--- src/sv/afc_pkg.sv ---
package afc_pkg;

	// Fixed field widths of the box and result transactions
	localparam int COORD_BITS = 16;
	localparam int EXT_BITS   = COORD_BITS - 1;
	localparam int NORM_BITS  = 16;
	localparam int OFF_BITS   = 16;
	localparam int OFF_SHIFT  = 14;

	// Plane register file
	localparam int PLANE_MAX  = 6;
	localparam int REG_BITS   = 64;
	localparam int ADDR_BITS  = 6;
	localparam int IDX_BITS   = 3;

	// Product and sum widths
	localparam int PD_BITS    = NORM_BITS + COORD_BITS;
	localparam int PR_BITS    = NORM_BITS + EXT_BITS;
	localparam int SUM_BITS   = (COORD_BITS + 20 > OFF_BITS + OFF_SHIFT + 4) ?
		COORD_BITS + 20 : OFF_BITS + OFF_SHIFT + 4;

	// Register indexes
	typedef enum logic [IDX_BITS-1:0] {
		REG_RIGHT  = 3'd0,
		REG_LEFT   = 3'd1,
		REG_TOP    = 3'd2,
		REG_BOTTOM = 3'd3,
		REG_NEAR   = 3'd4,
		REG_FAR    = 3'd5
	} reg_idx_t;

	typedef struct packed {
		logic signed [COORD_BITS-1:0] center_x;
		logic signed [COORD_BITS-1:0] center_y;
		logic signed [COORD_BITS-1:0] center_z;
		logic [EXT_BITS-1:0]          extent_x;
		logic [EXT_BITS-1:0]          extent_y;
		logic [EXT_BITS-1:0]          extent_z;
	} box_t;

	typedef struct packed {
		logic                 visible;
		logic [PLANE_MAX-1:0] fail_mask;
	} result_t;

	// Payload handed from cell to cell
	typedef struct packed {
		box_t                 box;
		logic [PLANE_MAX-1:0] mask;
	} flow_t;

	typedef logic [REG_BITS-1:0] plane_reg_t;

endpackage

--- src/sv/afc_cell.sv ---
module afc_cell #(
	parameter int IDX = 0
) (
	input  logic                clk,
	input  logic                arst_n,
	input  afc_pkg::plane_reg_t plane,
	input  logic                valid_in,
	input  afc_pkg::flow_t      flow_in,
	output logic                valid_out,
	output afc_pkg::flow_t      flow_out
);
	import afc_pkg::*;

	logic signed [NORM_BITS-1:0] n_x, n_y, n_z;
	logic [NORM_BITS-1:0]        a_x, a_y, a_z;

	logic                        v_s1;
	flow_t                       flow_s1;
	logic signed [PD_BITS-1:0]   pd_x_s1, pd_y_s1, pd_z_s1;
	logic [PR_BITS-1:0]          pr_x_s1, pr_y_s1, pr_z_s1;
	logic signed [OFF_BITS-1:0]  off_s1;

	logic signed [SUM_BITS-1:0]  sum;
	logic                        fail;
	flow_t                       flow_nx;

	logic                        v_s2;
	flow_t                       flow_s2;

	// Unpack normal and take magnitudes; the most negative code wraps to 2^15
	assign n_x = plane[NORM_BITS-1:0];
	assign n_y = plane[2*NORM_BITS-1:NORM_BITS];
	assign n_z = plane[3*NORM_BITS-1:2*NORM_BITS];
	assign a_x = n_x[NORM_BITS-1] ? NORM_BITS'(-n_x) : n_x;
	assign a_y = n_y[NORM_BITS-1] ? NORM_BITS'(-n_y) : n_y;
	assign a_z = n_z[NORM_BITS-1] ? NORM_BITS'(-n_z) : n_z;

	// Stage 1: distance and radius products
	always_ff @(posedge clk or negedge arst_n) begin
		if (!arst_n) begin
			v_s1 <= 1'b0;
		end else begin
			v_s1 <= valid_in;
		end
	end

	always_ff @(posedge clk) begin
		flow_s1 <= flow_in;
		pd_x_s1 <= PD_BITS'(n_x) * PD_BITS'(flow_in.box.center_x);
		pd_y_s1 <= PD_BITS'(n_y) * PD_BITS'(flow_in.box.center_y);
		pd_z_s1 <= PD_BITS'(n_z) * PD_BITS'(flow_in.box.center_z);
		pr_x_s1 <= PR_BITS'(a_x) * PR_BITS'(flow_in.box.extent_x);
		pr_y_s1 <= PR_BITS'(a_y) * PR_BITS'(flow_in.box.extent_y);
		pr_z_s1 <= PR_BITS'(a_z) * PR_BITS'(flow_in.box.extent_z);
		off_s1  <= plane[REG_BITS-1:REG_BITS-OFF_BITS];
	end

	// Box passes when distance plus radius is not negative
	always_comb begin
		sum = SUM_BITS'(pd_x_s1) + SUM_BITS'(pd_y_s1) + SUM_BITS'(pd_z_s1)
			+ $signed({{(SUM_BITS-PR_BITS){1'b0}}, pr_x_s1})
			+ $signed({{(SUM_BITS-PR_BITS){1'b0}}, pr_y_s1})
			+ $signed({{(SUM_BITS-PR_BITS){1'b0}}, pr_z_s1})
			- $signed({{(SUM_BITS-OFF_BITS-OFF_SHIFT){off_s1[OFF_BITS-1]}},
				off_s1, {OFF_SHIFT{1'b0}}});
		fail = sum[SUM_BITS-1];
	end

	// Fold this plane's verdict into the mask
	always_comb begin
		flow_nx           = flow_s1;
		flow_nx.mask[IDX] = flow_s1.mask[IDX] | fail;
	end

	// Stage 2: hand the updated transaction on
	always_ff @(posedge clk or negedge arst_n) begin
		if (!arst_n) begin
			v_s2 <= 1'b0;
		end else begin
			v_s2 <= v_s1;
		end
	end

	always_ff @(posedge clk) begin
		flow_s2 <= flow_nx;
	end

	assign valid_out = v_s2;
	assign flow_out  = flow_s2;

endmodule

--- config.mk ---
export PLATFORM = sky130hd
export DESIGN_NAME = afc_cell
export DESIGN_NICKNAME = d
export VERILOG_FILES = /design/src/sv/afc_pkg.sv /design/src/sv/afc_cell.sv
export SDC_FILE = /design/constraint.sdc
export NUM_CORES = 2
export LEC_CHECK = 0
export BUFFER_PORTS_ARGS = -buffer_cell sky130_fd_sc_hd__buf_2
export CORE_MARGIN = 2
export CORE_UTILIZATION = 27
export CTS_CLUSTER_DIAMETER = 30
export CTS_CLUSTER_SIZE = 12
export DETAILED_ROUTE_END_ITERATION = 7
export SLEW_MARGIN = 30
export SYNTH_ARGS = -nofsm -noshare
export SYNTH_HDL_FRONTEND = slang
export SYNTH_SLANG_ARGS = --single-unit
--- constraint.sdc ---
create_clock -name clk -period 8.16 [get_ports clk]
set_clock_uncertainty 0.15 [all_clocks]
set_input_delay 0 -clock clk [delete_from_list [all_inputs] [get_ports clk]]
set_output_delay 0 -clock clk [all_outputs]
set_load 0.02 [all_outputs]
# Word level (Yosys, flattened, before mapping)
# Index checks and enable logic that the tools add are counted.
# W data, S select, Z words.
[classes]
n_mux = 3
bitwise = 1
multipliers = 6
add_sub_neg = 9
[op_table]
columns = ["op", "count"]
rows = [
  ["$mul A16 B16 Y32", 3],
  ["$mul A16 B15 Y31", 3],
  ["$mux W16", 3],
  ["$neg A16 Y16", 3],
  ["$add A35 B32 Y36", 1],
  ["$add A36 B32 Y36", 1],
  ["$sub A36 B30 Y36", 1],
  ["$add A34 B32 Y35", 1],
  ["$add A33 B32 Y34", 1],
  ["$add A32 B32 Y33", 1],
  ["$or A1 B1 Y1", 1],
]
[totals]
input_bits = 166
reg_bits = 405
elab_cells = 42

# Depth between registers and ports, before layout
[depth]
ltp_word = 7
ltp_mapped = 31
mapped_depth_nobuf = 30

# Worst setup path after synthesis
# OpenSTA, ideal clock, no wires.
[synth_path]
kind = "input-to-reg"
start = "in plane[24]"
end = "reg pr_y_s1[30]"
arrival_ns = 7.178
path_slack_ns = 0.760
path_stages = 26
n_path_buf = 1
path_cell_list = "clkbuf_1 -> or4_1 -> or4_1 -> o31ai_1 -> xnor2_1 -> and2_1 -> fa_1 -> inv_1 -> fa_1 -> inv_1 -> fa_1 -> fa_1 -> fa_1 -> inv_1 -> fa_1 -> inv_1 -> ha_1 -> a41o_1 -> a221oi_1 -> o21ai_0 -> a31o_2 -> a221oi_2 -> o211ai_1 -> a31o_2 -> a21oi_1 -> xnor2_1"
[synth_between]
elab_chain_len = 3
[synth_lines]
columns = ["item", "line_no", "text"]
rows = [
  ["start: declaration", "afc_cell.sv:6", "input afc_pkg::plane_reg_t plane,"],
  ["$neg A16 Y16", "afc_cell.sv:35", "assign a_y = n_y[NORM_BITS-1] ? NORM_BITS'(-n_y) : n_y;"],
  ["$mux W16 (*)", "afc_cell.sv:35", ""],
  ["$mul A16 B15 Y31 (*)", "afc_cell.sv:53", "pr_y_s1 <= PR_BITS'(a_y) * PR_BITS'(flow_in.box.extent_y);"],
  ["end signal: assignment", "afc_cell.sv:53", ""],
  ["end: declaration", "afc_cell.sv:20", "logic [PR_BITS-1:0] pr_x_s1, pr_y_s1, pr_z_s1;"],
]
# Mark *: on every way between the ends. The rest lies on a longest branch, timed or not.

# Worst setup path after layout
[layout_path]
start = "in plane[34]"
end = "reg pr_z_s1[30]"
[layout_between]
elab_chain_len = 3
[layout_lines]
columns = ["item", "line_no", "text"]
rows = [
  ["$neg A16 Y16", "afc_cell.sv:36", "assign a_z = n_z[NORM_BITS-1] ? NORM_BITS'(-n_z) : n_z;"],
  ["$mux W16 (*)", "afc_cell.sv:36", ""],
  ["$mul A16 B15 Y31 (*)", "afc_cell.sv:54", "pr_z_s1 <= PR_BITS'(a_z) * PR_BITS'(flow_in.box.extent_z);"],
  ["end signal: assignment", "afc_cell.sv:54", ""],
  ["end: declaration", "afc_cell.sv:20", ""],
]
# Marks and branches as above.

==> out/metrics.cfg <==
[worst_hold_path]
whs_path_depth = 2
hp-start = flow_in[34]
min_path_type = in2reg
min_to = flow_nx[34]

[timing]
setup_violations = 0
rsz0062_at_grt = false
relSlewSlack_pct = 26.18
slew_violations = 0
finalSetupTns_ns = 0
min_period_ns = 7.704
period_share_pct = 94.41
tightest_slew_ns = 1.079
hold_violations = 0
fmax_mhz = 129.8

[global_route]
gr-total-overflow = 0
top_usage_layer = met2
antenna_found_initial = 34
grtUsageMet3_pct = 2.105
grt_pass1_wl_mm = 292.9
met2_usage_pct = 25.93
use_met1_pct = 18.30
grtUsageTotal_pct = 15.09
grt_pass1_vias = 52502
grt_start_max_net_pins = 33

[placement]
hpwl_mm = 151.6
port_buffers = 265
place_area_sq_um = 71570
gp_congestion = 0.9191

[synth]
yosys_warnings = 0
syn-num-nets = 9161
syn-instance-count = 6940
syn_area_per_cell_sq_um = 9.584
seq_area_frac_synth_pct = 12.21
synth_edf_count = 0
synth_ff_type = dfxtp_1
yosys_register_bits = 405
postSynth.asyncResetShare_pct = 0.4938
synth.cell_area_sq_um = 66510
yosysUniqueCellTypes = 75

[route]
drc = 0
postRouteAntennaNets = 0
drt_first_pass_iters = 5
first_iter_violations = 2459
vias = 47092
totalWireLength_mm = 183.7
wl_per_cell_microns = 17.16
viasPerCell = 4.400

[die]
die_y_microns = 500.3
ios = 266
rows = 182
die-area_sq_um = 250300
die_w_microns = 500.3
core_area_sq_um = 245500
start_util_pct = 27.09

[worst_setup_path]
reg2reg_depth = 16
crit_path_start_kind = input pin
regToRegEndpoint = flow_out[0]
reg2reg_from = pr_y_s1[27]
arrival_ns = 8.16
critical_path_class = in2reg
path_max_fanout = 20
end_kind = flip-flop
ff2ff_setup_slack_ns = 3.30
crit_required_ns = 8.62

[clock_network]
cts_root_buffer = clkbuf_16
clock_path_buffers = 3
post_cts_buffers = 0
h-tree-depth = 3
clk_latency_ns = 0.76
cts_tree = yes
cts.sinks = 405
cts_buffers = 97
cts.clk_slew.worst_paths_ns = 0.05

[cells_and_area]
area_growth_pct = 16.34
nets = 9594
fillers = 25240
drive_above_1_share_pct = 7.459
finalInstanceArea_sq_um = 77380

[run_status]
outcome = completed

[flow_run]
drv_cap = 0

[repair_timing]
item | CTS | global route
gates resized for setup | 0 | 3
endpoints found under the hold margin | 139 | 0
setup endpoints to repair | 0 | 1
hold buffers | 231 | 0
[stage by stage]
| step | hold slack, ns | worst slack, ns | util (%) | std cells |
|---|---|---|---|---|
| finish | 0.04966 | 0.4563 | 31.52 | 10703 |
| CTS | 0.0004835 | 0.4321 | 31.49 | 10674 |
| floorplan | -0.4456 | 0.7596 | - | 6940 |
| global placement | -0.3648 | 0.3718 | 29.15 | 10263 |
| global route | 0.04895 | 0.002908 | 31.51 | 10692 |
| detailed placement | -0.3637 | 0.2041 | 29.16 | 10263 |
[flip-flops by register name, summed over array words and instances (netlist names)]
signal     cells
v_s1           1
pr_x_s1       31
pr_z_s1       31
pr_y_s1       31
flow_out      99
flow_s1        1
off_s1        16
pd_x_s1       32
valid_out      1
pd_z_s1       32
flow_nx       98
pd_y_s1       32
[cell usage after synthesis, types with 28 or more instances]
library cell / count / area [sq um]
and2_1: 753 / 4711
a21o_1: 78 / 585.6
xnor2_1: 178 / 1559
fa_1: 1468 / 29390
a21oi_1: 122 / 610.6
clkbuf_1: 229 / 859.6
ha_1: 587 / 7345
nand2_1: 768 / 2883
xor2_1: 48 / 420.4
inv_1: 1742 / 6539
dfxtp_1: 403 / 8068
nand2b_1: 49 / 306.5
o21a_1: 28 / 210.2
o21ai_0: 79 / 395.4
nor2_1: 107 / 401.6
[routing by layer]
| metal | vias up | part of all wire (%) |
|---|---|---|
| met1 | 24269 | 40 |
| li1 | 21247 | - |
| met4 | 12 | 5.6 |
| met3 | 373 | 4.9 |
| met2 | 1191 | 49 |
| met5 | - | 0.044 |
[placed cells by master (no fill, tap or decap), types with 97 or more instances in the layout]
cell type      instances
a21oi_1              122
and2_1               753
buf_2                265
clkbuf_16             97
dfxtp_1              403
dlygate4sd3_1        231
fa_1                1468
ha_1                 587
inv_1               1742
nand2_1              768
nor2_1               107
xnor2_1              174
[logic make-up after synthesis]
group	share of synthesized area, %
buffers and inverters	11.20
adder cells (fa/ha/maj)	55.23
AND/OR/NAND/NOR	13.89
flip-flops	12.21
AO/OA/AOI/OAI	4.453
multiplexers	0.04515
XOR/XNOR	2.976
[worst max path at each step]
stage	startpoint	to	slack [ns]	cells after the start
3_5_place_dp	plane[34]	pr_z_s1[30]	0.20	26
6_report	plane[34]	pr_z_s1[30]	0.46	28
2_1_floorplan	plane[24]	pr_y_s1[30]	0.76	26
5_1_grt	plane[34]	pr_z_s1[30]	0.003	28
3_3_place_gp	plane[34]	pr_z_s1[30]	0.37	27
4_1_cts	plane[34]	pr_z_s1[30]	0.43	27
[critical path, cell delays in order]
cell and delay (ns):
dlygate4sd3_1 0.53, buf_2 0.25, or4_1 0.65, nor2_1 0.22
nand2_1 0.11, o31ai_1 0.30, xnor2_1 0.19, buf_4 0.24
and2_1 0.18, fa_1 0.53, inv_1 0.05, fa_1 0.47
inv_1 0.05, fa_1 0.48, fa_1 0.45, fa_1 0.52
inv_1 0.05, fa_1 0.51, inv_1 0.05, ha_1 0.24
nor3_2 0.28, or3b_2 0.47, a21oi_1 0.20, nor2_1 0.13
a41oi_1 0.30, o21ai_0 0.21, a2111oi_1 0.37, nor3b_1 0.11
[cell type report]
class	instances	area [sq um]	share of cell area [%]
diodes	29	72.57	0.09378
clock buffers	106	2511	3.245
clock inverters	74	898.4	1.161
inverters	1742	6539	8.450
multi-input cells	4553	50990	65.89
flip-flops and latches	405	8118	10.49
well taps	3220	4029	5.207
repair buffers	574	4224	5.459
Power is not shown: default switching activity piles up to over one toggle a cycle in this logic, so the estimate is an artifact.
